==> config.mk <==
export PLATFORM = sky130hd
export DESIGN_NAME = ptcp_blend
export DESIGN_NICKNAME = d
export VERILOG_FILES = /design/src/design/ptcp_pkg.sv /design/src/design/ptcp_blend.sv
export SDC_FILE = /design/constraint.sdc
export NUM_CORES = 2
export LEC_CHECK = 0
export CAP_MARGIN = 15
export CORE_MARGIN = 2
export CORE_UTILIZATION = 60
export CTS_CLUSTER_SIZE = 14
export DETAILED_ROUTE_END_ITERATION = 12
export DONT_BUFFER_PORTS = 1
export MAX_ROUTING_LAYER = met4
export PLACE_DENSITY = 0.78
export SLEW_MARGIN = 10
export SYNTH_ARGS = -nofsm -noshare
export SYNTH_HDL_FRONTEND = slang
export SYNTH_SLANG_ARGS = --single-unit
export TNS_END_PERCENT = 5
==> constraint.sdc <==
create_clock -name clk -period 15.1 [get_ports clk]
set_input_delay 0.755 -clock clk [delete_from_list [all_inputs] [get_ports clk]]
set_output_delay 0.755 -clock clk [all_outputs]
set_load 0.005 [all_outputs]
==> src/design/ptcp_pkg.sv <==
// Shared widths, types and region codes for the closest-point-on-triangle pipeline.
package ptcp_pkg;

  localparam int COORD_BITS = 16;
  localparam int WFB        = 16;
  localparam int OUT_BITS   = COORD_BITS + 2;
  localparam int DIFF_BITS  = COORD_BITS + 1;
  localparam int DOT_BITS   = 2 * DIFF_BITS + 2;
  localparam int SIX_BITS   = DOT_BITS + 2;
  localparam int PROD_BITS  = 2 * DOT_BITS;
  localparam int REM_BITS   = PROD_BITS + 1;
  localparam int THR_BITS   = 40;
  localparam int WT_BITS    = WFB + 1;
  localparam int ACC_BITS   = COORD_BITS + WFB + 4;
  localparam int IN_BITS    = 12 * COORD_BITS;
  localparam int OUTD_BITS  = ((3 * OUT_BITS + 7) / 8) * 8;

  localparam logic [THR_BITS-1:0] THR_RESET = THR_BITS'(429497);

  localparam logic [2:0] REG_INTERIOR = 3'd0;
  localparam logic [2:0] REG_VERT_A   = 3'd1;
  localparam logic [2:0] REG_EDGE_AC  = 3'd2;
  localparam logic [2:0] REG_EDGE_AB  = 3'd3;
  localparam logic [2:0] REG_VERT_C   = 3'd4;
  localparam logic [2:0] REG_VERT_B   = 3'd5;
  localparam logic [2:0] REG_EDGE_BC  = 3'd6;

  typedef logic signed [DOT_BITS-1:0]  dot_t;
  typedef logic signed [SIX_BITS-1:0]  six_t;
  typedef logic signed [PROD_BITS-1:0] prod_t;

  typedef struct packed {
    logic [2:0][COORD_BITS-1:0] a;
    logic [2:0][DIFF_BITS-1:0]  e0;
    logic [2:0][DIFF_BITS-1:0]  e1;
  } geom_t;

  typedef struct packed {
    geom_t geom;
    dot_t  a;
    dot_t  c;
    dot_t  d;
    dot_t  e;
    six_t  num6;
    six_t  den6;
    prod_t det;
    prod_t s;
    prod_t t;
  } front_t;

  typedef struct packed {
    logic [REM_BITS-1:0] num;
    logic [REM_BITS-1:0] den;
    logic                force0;
    logic                force1;
  } lane_t;

  typedef struct packed {
    geom_t      geom;
    logic [2:0] region;
    logic       tw_from_sw;
  } side_t;

  typedef struct packed {
    logic [WFB-1:0] q;
    logic           force0;
    logic           force1;
  } quot_t;

endpackage

==> src/design/ptcp_blend.sv <==
// Output stage: weights applied to the edges and floored back to Q10.8.
module ptcp_blend (
  input  logic                                 clk,
  input  logic                                 rst,
  input  logic                                 en,
  input  logic                                 in_vld,
  input  ptcp_pkg::side_t                      in_side,
  input  ptcp_pkg::quot_t [1:0]                in_quot,
  output logic                                 out_vld,
  output logic [2:0][ptcp_pkg::OUT_BITS-1:0]   out_near,
  output logic [2:0]                           out_region
);
  import ptcp_pkg::*;

  localparam logic [WT_BITS-1:0] ONE = WT_BITS'(1) << WFB;

  logic [WT_BITS-1:0] sw, tw_raw, tw;
  logic signed [ACC_BITS-1:0] acc [3];
  logic signed [ACC_BITS-1:0] shr [3];
  logic [2:0][OUT_BITS-1:0] near_next;

  function automatic logic [WT_BITS-1:0] weight(input quot_t qv);
    if (qv.force1) weight = ONE;
    else if (qv.force0) weight = '0;
    else weight = {1'b0, qv.q};
  endfunction

  always_comb begin
    sw     = weight(in_quot[0]);
    tw_raw = weight(in_quot[1]);
    tw     = in_side.tw_from_sw ? ONE - sw : tw_raw;
    for (int k = 0; k < 3; k++) begin
      acc[k] = (ACC_BITS'($signed(in_side.geom.a[k])) <<< WFB)
             + ACC_BITS'($signed({1'b0, sw})) * ACC_BITS'($signed(in_side.geom.e0[k]))
             + ACC_BITS'($signed({1'b0, tw})) * ACC_BITS'($signed(in_side.geom.e1[k]));
      shr[k] = acc[k] >>> WFB;
      near_next[k] = shr[k][OUT_BITS-1:0];
    end
  end

  always_ff @(posedge clk) begin
    if (rst) begin
      out_vld <= 1'b0;
    end else if (en) begin
      out_vld <= in_vld;
    end
  end

  always_ff @(posedge clk) begin
    if (en) begin
      out_near   <= near_next;
      out_region <= in_side.region;
    end
  end

`ifndef ASSERT_OFF
  // The two weights never sum past one.
  a_wsum: assert property (@(posedge clk) disable iff (rst)
    in_vld |-> ({1'b0, sw} + {1'b0, tw}) <= {1'b0, ONE})
    else $error("weights sum above one");
  // On edge BC the weights sum to exactly one.
  a_bc: assert property (@(posedge clk) disable iff (rst)
    (in_vld && in_side.region == REG_EDGE_BC) |-> (sw + tw) == ONE)
    else $error("edge BC weights do not sum to one");
  // Vertex A takes no weight from either edge.
  a_va: assert property (@(posedge clk) disable iff (rst)
    (in_vld && in_side.region == REG_VERT_A) |-> (sw == '0 && tw == '0))
    else $error("vertex A with nonzero weight");
  // A stalled output keeps its region.
  a_hold: assert property (@(posedge clk) disable iff (rst)
    (out_vld && !en) |=> (out_vld && $stable(out_region)))
    else $error("stalled result changed");
`endif
endmodule

# Word-level counts from Yosys, hierarchy flattened
# Cells that the tools add are included.
dict set report totals {
  out_inout_bits 58
  register_bits 58
  in_bits 194
}
dict set report op_classes {
  n_mul 6
  addsub 7
  muxes 5
}
# operator n
set ops {}
lappend ops {{$mul A18 B17 Y34} 6}
lappend ops {{$add A32 B34 Y34} 3}
lappend ops {{$add A34 B34 Y34} 3}
lappend ops {{$mux W17} 3}
lappend ops {{$mux W16} 2}
lappend ops {{$sub A17 B17 Y17 const A} 1}

# Longest topological paths before layout
dict set report depth {
  ltp_word 6
  depth_mapped 39
  depth_no_buf 34
}

# Worst setup path before layout
# No wires, ideal clock.
dict set report synth_path {
  path_kind {input to register}
  start {input port in_quot[0] (netlist bit)}
  end {register out_near[24] (netlist bit), data pin}
  arrival_ns 9.402
  stages 39
  setup_slack_ns 5.440
  cell_sequence {buf_2 > nor2_2 > buf_2 > buf_2 > clkbuf_1 > and2_0 > inv_1 > ha_1 > o21ai_1 > nor2_1 > nand2_1 > nor2_1 > xnor2_1 > a22o_1 > clkbuf_1 > and2_1 > fa_1 > inv_1 > [... 3 more ...] > inv_1 > fa_1 > fa_1 > fa_1 > inv_1 > fa_1 > inv_1 > fa_1 > inv_1 > ha_1 > a2111oi_4 > o21ai_2 > a2111oi_4 > nor3_1 > a21o_1 > a221o_1 > a21oi_2 > xnor2_1}
}
# item line
set synth_lines {}
lappend synth_lines {{from (decl)} ptcp_blend.sv:8} ;# input ptcp_pkg::quot_t [1:0] in_quot,
lappend synth_lines {{to (signal assigned)} ptcp_blend.sv:51} ;# out_near <= near_next;
lappend synth_lines {{to (decl)} ptcp_blend.sv:10} ;# output logic [2:0][ptcp_pkg::OUT_BITS-1:0] out_near,

==> flow_metrics.env <==
export IMPL_post_cts_repair_setup_buffers=0
export IMPL_tightest_slew_ns=1.208
export IMPL_firstDrtPassIters=6
export IMPL_fillers=8514
export IMPL_synth_area_um2=61970
export IMPL_register_area_um2=1732
export IMPL_cts_tree="yes"
export IMPL_cp_slowest_cell="o41ai_1"
export IMPL_hp_start="rst"
export IMPL_grt_overflow=0
export IMPL_grt_setup_unrepaired="no"
export IMPL_path_max_fanout=285
export IMPL_clock_root_buffer="clkbuf_16"
export IMPL_dpl_hpwl_um=136700
export IMPL_period_needed_ns=11.39
export IMPL_clk_pin_slew_ns=0.06
export IMPL_synth_distinct_cells=72
export IMPL_nets=8891
export IMPL_r2r_slack_ns=14.50
export IMPL_maxCapViolations=0
export IMPL_worstPathRequired_ns=15.26
export IMPL_synth_common_cells="inv_1, fa_1, nand2_1"
export IMPL_io_pins=252
export IMPL_outcome="complete, no violations"
export IMPL_cts_resized=0
export IMPL_finalSetupViolations=0
export IMPL_synth_edff_count=57
export IMPL_fin_crit_sh_pct=75.41
export IMPL_cts_hold_buf=0
export IMPL_rr_endpoint="out_vld"
export IMPL_fin_ws_ns=3.714
export IMPL_area_growth_synth_to_final_pct=1.718
export IMPL_via_per_inst=5.644
export IMPL_hold_viol=0
export IMPL_wirelength_um=169300
export IMPL_synthArstFlopShare_pct=0
export IMPL_seq_area_frac_synth_pct=2.794
export IMPL_grt_pass1_vias=49460
export IMPL_setup_tns_ns=0
export IMPL_cts_sinks=58
export IMPL_final_antenna_net_count=0
export IMPL_synth_warnings=0
export IMPL_crit_arrival_ns=11.55
export IMPL_drive_gt1_share_pct=1.282
export IMPL_initial_core_util_pct=60.65
export IMPL_synth_ff_type="edfxtp_1"
export IMPL_antenna_found_initial=22
export IMPL_slowest_delay_ns=0.83
export IMPL_synth_top_area_cell="fa_1"
export IMPL_crit_start="in_quot[0]"
export IMPL_die_h_um=325.4
export IMPL_port_buffers=0
export IMPL_dr_total_vias=44380
export IMPL_crit_top_cell="fa_1"
export IMPL_slew_violations=0
export IMPL_synth_top_area_share_pct=50.88
export IMPL_drc=0
export IMPL_coreArea_um2=102200
export IMPL_finalNonFillerCells=7863
export IMPL_yosysMostFrequentCell="inv_1"
export IMPL_grt_pass1_wl_um=273100
export IMPL_grt_max_degree=286
export IMPL_multi_input_area_um2=51730
export IMPL_max_freq_mhz=87.83
export IMPL_avgSynthCellArea_um2=9.169
export IMPL_insertion_delay_ns=0.42
export IMPL_drt_initial_drc_count=3639
export IMPL_gp_congestion=0.9645
export IMPL_final_core_util_pct=61.69
export IMPL_endpoint_kind="flop"
export IMPL_post_place_ws_ns=3.441
export IMPL_grt_total_usage_pct=34.69
export IMPL_cp_endpoint="out_near[17]"
export IMPL_die_width_um=325.4
export IMPL_netlist_instances=6759
export IMPL_avgRoutedWirePerCell_um=21.53
export IMPL_worstSetupStartpointType="input port"
export IMPL_numCtsBuffers=9
export IMPL_worstReg2RegStart="out_vld"
export IMPL_path_class="input port to flop"
export IMPL_dp_cells=7827
export IMPL_synth_net_count=9180
export IMPL_max_slew_margin_pct=19.50
export IMPL_fin_skew_ns=0
export IMPL_cts_htree_levels=3
export IMPL_synth_area_leaders="fa_1, ha_1, inv_1, and2_1, nand2_1"
export IMPL_clock_path_buffers=2
export IMPL_ys_ff_latch=58
export IMPL_rr_worst_depth=2
export IMPL_hold_class="input port to flop"
export IMPL_std_cell_rows=117
export IMPL_die_area_um2=105900
-- registers in the layout, indices dropped and copies added (netlist names) --
signal,count
out_near,54
out_region,3
out_vld,1
-- worst min-delay path by stage --
stage               to  cells after the start
3_3_place_gp   out_vld                      2
4_1_cts        out_vld                      1
3_5_place_dp   out_vld                      2
5_1_grt        out_vld                      1
2_1_floorplan  out_vld                      2
6_report       out_vld                      1
-- routing by layer --
layer / vias up / wire length, µm / track usage, %
met5: - / 0 / -
met4: 0 / 9097 / 15.71
met3: 541 / 18060 / 8.610
met2: 2153 / 81520 / 55.95
met1: 22860 / 60640 / 41.25
li1: 18830 / - / -
-- per-stage QoR --
step	hold slack (ns)	instance area (µm²)
5_1_grt	0.3892	63020
4_1_cts	0.3772	62990
3_3_place_gp	0.5060	62720
2_1_floorplan	0.4850	61970
6_report	0.4016	63040
3_5_place_dp	0.5267	62720
-- layout make-up --
type,instances,area share (%)
sequential,58,2.747
inverter,1937,11.53
tap,1368,2.715
multi-input combinational,4428,82.06
clock inverter,7,0.05756
clock buffer,9,0.3573
antenna,20,0.07940
timing repair buffer,36,0.4486
-- layout by cell type, fill, tap and decap left out, drive strengths merged, types with 3 or more instances in the layout --
cell and n:
nor2 79, edfxtp 57, o21bai 6, and2 670, o21ai 30, nand4b 3
o211ai 7, nor4 5, a22o 17, a2111oi 3, a22oi 3, a21boi 3
buf 36, clkbuf 9, clkinv 6, a311oi 3, a21o 25, diode 20
a21oi 47, xnor2 66, a211oi 10, nor2b 23, o21a 7, a211o 5
xor2 29, fa 1575, o31ai 6, a31oi 8, nand2 812, nor3 16
nand3 9, or3 4, and3 269, ha 652, inv 1937, nand4 5
-- logic make-up after synthesis --
family | synth area share (%)
buffers and inverters | 13.81
multiplexers | 0.01615
XOR/XNOR | 1.355
AO/OA/AOI/OAI | 2.306
adder cells (fa/ha/maj) | 64.04
AND/OR/NAND/NOR | 15.68
flip-flops | 2.794
-- worst max-delay path: cells and delay by family --
kind | cells | cell delay [ns]
xor+xnor | 2 | 0.25
fa+ha+maj | 10 | 4.47
compound gates | 9 | 3.41
buf+inv | 7 | 1.60
simple gates | 6 | 0.96
Power is left out: the tool's default activity adds up to more than one toggle a clock period on the data nets, which glitch-free logic cannot reach.
