$ cat src/design/ptcp_pkg.sv
// Shared widths, types and region codes for the closest-point-on-triangle pipeline.
package ptcp_pkg;

  localparam int COORD_BITS = 16;
  localparam int WFB        = 16;
  localparam int OUT_BITS   = COORD_BITS + 2;
  localparam int DIFF_BITS  = COORD_BITS + 1;
  localparam int DOT_BITS   = 2 * DIFF_BITS + 2;
  localparam int SIX_BITS   = DOT_BITS + 2;
  localparam int PROD_BITS  = 2 * DOT_BITS;
  localparam int REM_BITS   = PROD_BITS + 1;
  localparam int THR_BITS   = 40;
  localparam int WT_BITS    = WFB + 1;
  localparam int ACC_BITS   = COORD_BITS + WFB + 4;
  localparam int IN_BITS    = 12 * COORD_BITS;
  localparam int OUTD_BITS  = ((3 * OUT_BITS + 7) / 8) * 8;

  localparam logic [THR_BITS-1:0] THR_RESET = THR_BITS'(429497);

  localparam logic [2:0] REG_INTERIOR = 3'd0;
  localparam logic [2:0] REG_VERT_A   = 3'd1;
  localparam logic [2:0] REG_EDGE_AC  = 3'd2;
  localparam logic [2:0] REG_EDGE_AB  = 3'd3;
  localparam logic [2:0] REG_VERT_C   = 3'd4;
  localparam logic [2:0] REG_VERT_B   = 3'd5;
  localparam logic [2:0] REG_EDGE_BC  = 3'd6;

  typedef logic signed [DOT_BITS-1:0]  dot_t;
  typedef logic signed [SIX_BITS-1:0]  six_t;
  typedef logic signed [PROD_BITS-1:0] prod_t;

  typedef struct packed {
    logic [2:0][COORD_BITS-1:0] a;
    logic [2:0][DIFF_BITS-1:0]  e0;
    logic [2:0][DIFF_BITS-1:0]  e1;
  } geom_t;

  typedef struct packed {
    geom_t geom;
    dot_t  a;
    dot_t  c;
    dot_t  d;
    dot_t  e;
    six_t  num6;
    six_t  den6;
    prod_t det;
    prod_t s;
    prod_t t;
  } front_t;

  typedef struct packed {
    logic [REM_BITS-1:0] num;
    logic [REM_BITS-1:0] den;
    logic                force0;
    logic                force1;
  } lane_t;

  typedef struct packed {
    geom_t      geom;
    logic [2:0] region;
    logic       tw_from_sw;
  } side_t;

  typedef struct packed {
    logic [WFB-1:0] q;
    logic           force0;
    logic           force1;
  } quot_t;

endpackage

$ cat src/design/ptcp_region.sv
// Region choice and divider set-up for both weights.
module ptcp_region (
  input  logic                           clk,
  input  logic                           rst,
  input  logic                           en,
  input  logic [ptcp_pkg::THR_BITS-1:0]  thr,
  input  logic                           in_vld,
  input  ptcp_pkg::front_t               in_item,
  output logic                           out_vld,
  output ptcp_pkg::side_t                out_side,
  output ptcp_pkg::lane_t [1:0]          out_req
);
  import ptcp_pkg::*;

  logic signed [REM_BITS-1:0] st, detx, thrx;
  logic inner;
  dot_t neg_d, neg_e;
  side_t side_next;
  lane_t [1:0] req_next;

  always_comb begin
    st    = REM_BITS'(in_item.s) + REM_BITS'(in_item.t);
    detx  = REM_BITS'(in_item.det);
    thrx  = $signed({{(REM_BITS-THR_BITS){1'b0}}, thr});
    inner = !(detx < st) && (thrx < detx);
    neg_d = -in_item.d;
    neg_e = -in_item.e;
    side_next.geom       = in_item.geom;
    side_next.tw_from_sw = 1'b0;
    for (int l = 0; l < 2; l++) begin
      req_next[l].num    = '0;
      req_next[l].den    = {{(REM_BITS-1){1'b0}}, 1'b1};
      req_next[l].force0 = 1'b1;
      req_next[l].force1 = 1'b0;
    end
    if (inner) begin
      if (in_item.s[PROD_BITS-1]) begin
        if (in_item.t[PROD_BITS-1]) begin
          side_next.region = REG_VERT_A;
        end else begin
          side_next.region = REG_EDGE_AC;
          req_next[1].num    = {{(REM_BITS-DOT_BITS){1'b0}}, neg_e};
          req_next[1].den    = {{(REM_BITS-DOT_BITS){1'b0}}, in_item.c};
          req_next[1].force0 = !in_item.e[DOT_BITS-1];
          req_next[1].force1 = in_item.e[DOT_BITS-1] && (neg_e >= in_item.c);
        end
      end else if (in_item.t[PROD_BITS-1]) begin
        side_next.region = REG_EDGE_AB;
        req_next[0].num    = {{(REM_BITS-DOT_BITS){1'b0}}, neg_d};
        req_next[0].den    = {{(REM_BITS-DOT_BITS){1'b0}}, in_item.a};
        req_next[0].force0 = !in_item.d[DOT_BITS-1];
        req_next[0].force1 = in_item.d[DOT_BITS-1] && (neg_d >= in_item.a);
      end else begin
        side_next.region = REG_INTERIOR;
        req_next[0].num    = {1'b0, in_item.s};
        req_next[0].den    = {1'b0, in_item.det};
        req_next[0].force0 = 1'b0;
        req_next[0].force1 = !(in_item.s < in_item.det);
        req_next[1].num    = {1'b0, in_item.t};
        req_next[1].den    = {1'b0, in_item.det};
        req_next[1].force0 = 1'b0;
        req_next[1].force1 = !(in_item.t < in_item.det);
      end
    end else if (in_item.s[PROD_BITS-1]) begin
      side_next.region   = REG_VERT_C;
      req_next[1].force0 = 1'b0;
      req_next[1].force1 = 1'b1;
    end else if (in_item.t[PROD_BITS-1]) begin
      side_next.region   = REG_VERT_B;
      req_next[0].force0 = 1'b0;
      req_next[0].force1 = 1'b1;
    end else begin
      side_next.region     = REG_EDGE_BC;
      side_next.tw_from_sw = 1'b1;
      req_next[0].num    = {{(REM_BITS-SIX_BITS){1'b0}}, in_item.num6};
      req_next[0].den    = {{(REM_BITS-SIX_BITS){1'b0}}, in_item.den6};
      req_next[0].force0 = (in_item.den6 <= 0) || (in_item.num6 <= 0);
      // A degenerate far edge takes the zero weight even when num is not below den.
      req_next[0].force1 = !((in_item.den6 <= 0) || (in_item.num6 <= 0))
                        && !(in_item.num6 < in_item.den6);
    end
  end

  always_ff @(posedge clk) begin
    if (rst) begin
      out_vld <= 1'b0;
    end else if (en) begin
      out_vld <= in_vld;
    end
  end

  always_ff @(posedge clk) begin
    if (en) begin
      out_side <= side_next;
      out_req  <= req_next;
    end
  end
endmodule

$ cat config.mk
export PLATFORM = sky130hd
export DESIGN_NAME = ptcp_region
export DESIGN_NICKNAME = d
export VERILOG_FILES = /design/src/design/ptcp_pkg.sv /design/src/design/ptcp_region.sv
export SDC_FILE = /design/constraint.sdc
export NUM_CORES = 1
export LEC_CHECK = 0
export BUFFER_PORTS_ARGS = -buffer_cell sky130_fd_sc_hd__clkbuf_2
export CAP_MARGIN = 15
export CELL_PAD_IN_SITES_DETAIL_PLACEMENT = 0
export CELL_PAD_IN_SITES_GLOBAL_PLACEMENT = 1
export CORE_AREA = 2 2 422 424
export CTS_BUF_LIST = sky130_fd_sc_hd__clkbuf_4
export DETAILED_ROUTE_END_ITERATION = 12
export DIE_AREA = 0 0 424 426
export PLACE_DENSITY_LB_ADDON = 0.1
export SYNTH_ARGS = -nofsm -noshare
export SYNTH_HDL_FRONTEND = slang
export SYNTH_SLANG_ARGS = --single-unit
$ cat constraint.sdc
create_clock -name clk -period 11.8 [get_ports clk]
set_input_delay 1.18 -clock clk [delete_from_list [all_inputs] [get_ports clk]]
set_output_delay 1.18 -clock clk [all_outputs]
set_load 0.005 [all_outputs]
* Word level (Yosys, flattened, before mapping)
Index checks and enable logic that the tools add are counted.
Storage, ports and cells: register bits 451, bits in latches 0, bits in writable memories 0, bits in read-only memories 0, input port bits 630, output and inout bits 451, word-level logic and storage cells 62, memories 0
Operators by class: $add $sub $neg 3, $mul 0, divide/modulo/power cells 0, magnitude comparators 9, eq/ne operators 0, shift-type cells 0, muxes and demuxes 17, bitwise gates (word level) 0, reductions and logical operators 13
Operators with widths (number):
- $mux 146 | 4
- $mux 111 | 2
- $mux 150 | 1
- $lt 72x72->1 | 2
- $mux 113 | 1
- $le 38x1->1 const B | 2
- $add 72x72->73 | 1
- $lt 72x73->1 | 1
- $ge 36x36->1 | 2
- $lt 41x72->1 | 1
- $neg 36->36 | 2
- $lt 38x38->1 | 1
- $mux 2 | 7
- $logic_not 1->1 | 7
- $logic_and 1x1->1 | 4
- $mux 3 | 1
- $reduce_or 2->1 | 1
- $logic_or 1x1->1 | 1
- $mux 1 | 1

* Longest topological paths before layout
word-level depth 7, depth in mapped cells 27, depth with buffers taken out 24

* Least setup slack after synthesis
OpenSTA, ideal clock, no wires.
path type input to register, start point input in_item[0] (netlist bit), end point register out_req[175] (netlist bit) (data pin), setup time 0.274 ns, arrival time 5.840 ns, data required time 11.526 ns, slack 5.686 ns, cell stages on the path 22, buffers on the path 1, cell sequence ha_1 fa_1 a211oi_1 nor3_1 o21ai_0 a22oi_1 a21boi_0 o21ai_0 a211oi_1 xor2_1 ha_1 nand4_1 or2_1 nor4_2 and2_1 a221oi_2 a2111oi_2 nor4b_2 o21a_1 nand2_1 clkbuf_1 o22ai_1
Between the ends: cells in the longest elaborated chain, start to end 4
Ends and longest elaborated chain:
- start: declaration | line ptcp_region.sv:8 | input ptcp_pkg::front_t in_item,
- $add 72x72->73 | line ptcp_region.sv:22 | st = REM_BITS'(in_item.s) + REM_BITS'(in_item.t);
- $lt 72x73->1 | line ptcp_region.sv:25 | inner = !(detx < st) && (thrx < detx);
- $logic_not 1->1 | line ptcp_region.sv:25
- $logic_and 1x1->1 | line ptcp_region.sv:25
- end signal: assignment | line ptcp_region.sv:95 | out_req <= req_next;
- end: declaration | line ptcp_region.sv:11 | output ptcp_pkg::lane_t [1:0] out_req
No other way between the ends. A chain may end at the register's enable or synchronous reset.

==> results.ini <==
[placement]
place.gp.congestion=0.809
dp_hpwl_microns=154000
place_inst=6315
port_buffers=1074

[power]
power.density_nw_per_um2=117
vdd_ir_drop_max_mv=0.0984
p_leak_nw=19.0

[global_routing]
grt_overflow=0
grt_pass1_vias=29900
track_usage_pct=19.6
antenna_found_initial=50
grt_max_degree=106
grt_pass1_wl_microns=245000

[yosys]
synth_top_area_share_pct=40.7
synth_edf_count=410
seq_area_frac_synth_pct=40.8
synth.distinct_cells=88
syn_avg_cell_area_sq_um=10.0
synth_cells=3015
yosys_warnings=0
synth_area_leaders=edfxtp_1, ha_1, a21oi_1, a21o_1, nand2_1
ys_ff_latch=411
syn_area_sq_um=30300
synth-main-ff-cell=edfxtp_1
synthArstFlopShare_pct=0
synth_top_area_cell=edfxtp_1

[floorplanning]
die_width_microns=424
dieArea_sq_um=181000
dieHeight_microns=426
core_sq_um=176000
io_pins=1081
start_util_pct=17.2
num_rows=154

[clock_tree]
clk_path_buf_depth=3
root_buffer=clkbuf_4
cts.reportedPaths.clkPinSlew_ns=0.06
cts_made_buffers=141
h-tree-depth=4
cts.sinks=411
cts_setup_buffers=0
insertion_delay_ns=1.20
cts_tree=yes

[finish]
final-instance-count-excl-fill=6705
drive_gt1_share_pct=31.5
synthToLayoutAreaGrowth_pct=36.0
final_common_cell=clkbuf_2
fin_nets=5316
fillers=19600
final_cell_mix=clkbuf_2, ha_1, edfxtp_1, a21oi_1, nand2_1

[routing]
wl_microns=184000
firstDrtPassIters=6
wire_per_inst_microns=27.4
detail-route-antenna-nets=0
drtIter0Drc=1533
vias=28800
viasPerCell=4.30
post-route-drc-count=0

[run]
cap_violations=0

[critical_path]
r2r_start=out_vld$_SDFFE_PP0P_
worstSetupStartpoint=in_item[0]
worstRegToRegCells=2
worstSetupPathType=in -> reg
cp-end-kind=flip-flop
r2r_end=out_vld$_SDFFE_PP0P_
r2r_slack_ns=11.22
crit_fanout=58
worstSetupEndpoint=out_req[2]$_DFFE_PP_
crit_path_start_kind=input pin
cp.arrival_ns=8.75
crit_required_ns=12.86

[sta]
layout_min_cycle_time_ns=7.70
hold_viol_final=0
rsz0062_at_grt=false
post-route-period-util_pct=65.2
tightest_slew_ns=1.16
finalMaxSlewViolations=0
relSlewSlack_pct=22.2
setup_viol=0
fmax_mhz=130
worst_clock_skew_ns=0
fin_setup_tns_ns=0

[status]
status=finished clean

[worst_hold_path]
hp-class=in -> reg
hold_depth=1

-- stage by stage --
step           total power [W]  hold WS, ns  utilization, %  setup slack, ns  instance area, sq um
2_1_floorplan          0.00250        0.485               -             5.69                 30300
3_3_place_gp           0.00326        0.486            21.7             2.91                 38100
3_5_place_dp           0.00324        0.486            21.7             2.83                 38100
4_1_cts                0.00496      0.00374            23.4             4.20                 41100
5_1_grt                0.00514       0.0191            23.4             3.73                 41100
6_report               0.00481        0.193            23.4             4.10                 41100
-- power breakdown --
part           switching, W  internal [W]
Sequential        0.0000465       0.00175
Combinational      0.000887      0.000528
Clock              0.000809      0.000790
-- cell type report --
type	instances	area [sq um]	share of cell area, %
multi-input cells	2245	16400	39.8
flip-flops and latches	411	12300	30.0
repair buffers	1231	6900	16.8
well taps	2340	2930	7.12
clock buffers	195	1460	3.56
inverters	217	817	1.99
clock inverters	39	251	0.611
diodes	27	67.6	0.164
-- how the worst min path moves through the flow --
stage,to,start,slack (ns)
CTS,out_side[144]$_DFFE_PP_,in_item[576],0.004
global placement,out_vld$_SDFFE_PP0P_,out_vld$_SDFFE_PP0P_,0.49
detailed placement,out_vld$_SDFFE_PP0P_,out_vld$_SDFFE_PP0P_,0.49
floorplan,out_vld$_SDFFE_PP0P_,out_vld$_SDFFE_PP0P_,0.48
global route,out_side[58]$_DFFE_PP_,in_item[490],0.02
finish,out_side[144]$_DFFE_PP_,in_item[576],0.19
-- worst max-delay path, stage by stage --
cell and delay (ns):
clkbuf_2 0.11, ha_1 0.23, fa_1 0.43, a211oi_1 0.43, nor3_1 0.17, nor2_1 0.16
o21ai_0 0.23, a41oi_1 0.69, a21oi_1 0.36, a21oi_1 0.39, nand2_1 0.13, a31oi_1 0.25
xnor2_1 0.15, ha_1 0.26, a21o_1 0.18, a21o_1 0.16, a21oi_1 0.12, o21ai_0 0.10
o31ai_1 0.29, o211ai_1 0.20, o211a_1 0.31, or2_4 0.31, inv_4 0.65, buf_4 0.69
mux2_1 0.40, nand2_1 0.08
-- cell families (layout without fill, tap and decap cells) --
group | after synthesis | count (layout) | synth area share (%)
AOI/OAI and AO/OA | 747 | 747 | 15.6
xor gates and xnor gates | 138 | 138 | 3.99
adders and majority gates | 439 | 439 | 18.2
buffers and inverters | 365 | 1682 | 5.29
DFF | 411 | 411 | 40.8
muxes | 49 | 49 | 1.74
other | 1 | 34 | 0.0124
and+or+nand+nor | 865 | 865 | 14.5
-- state kept, by name, summed over array words and instances, names as in the netlist --
register,flops
out_side,154
out_vld,1
out_req,256
-- routing by layer --
metal	part of all wire, %	global-route usage [%]	routed length [microns]	vias up
li1	-	-	-	13900
met1	38	21.2	69600	13700
met2	54	37.0	98900	922
met3	5.8	5.08	10600	217
met4	2.3	5.61	4150	44
met5	0.15	0	280	-
-- what timing repair did --
action / in CTS / in global routing
resized for setup: 0 / 0
endpoints found under the hold margin: 129 / 0
hold buffers: 129 / 0
-- cell usage after synthesis, types with 44 or more instances --
library cell and instances:
ha_1 438, inv_1 215, a21o_1 145, a21oi_1 254, edfxtp_1 410, nand3_1 113
xnor2_1 88, nor4_1 46, nand2_1 230, and3_1 81, clkbuf_1 63, nor3_1 77
nor2_1 140, xor2_1 50, nand4_1 92, o21ai_0 122, buf_4 44
No activity file was read; power rests on OpenSTA's default activity.
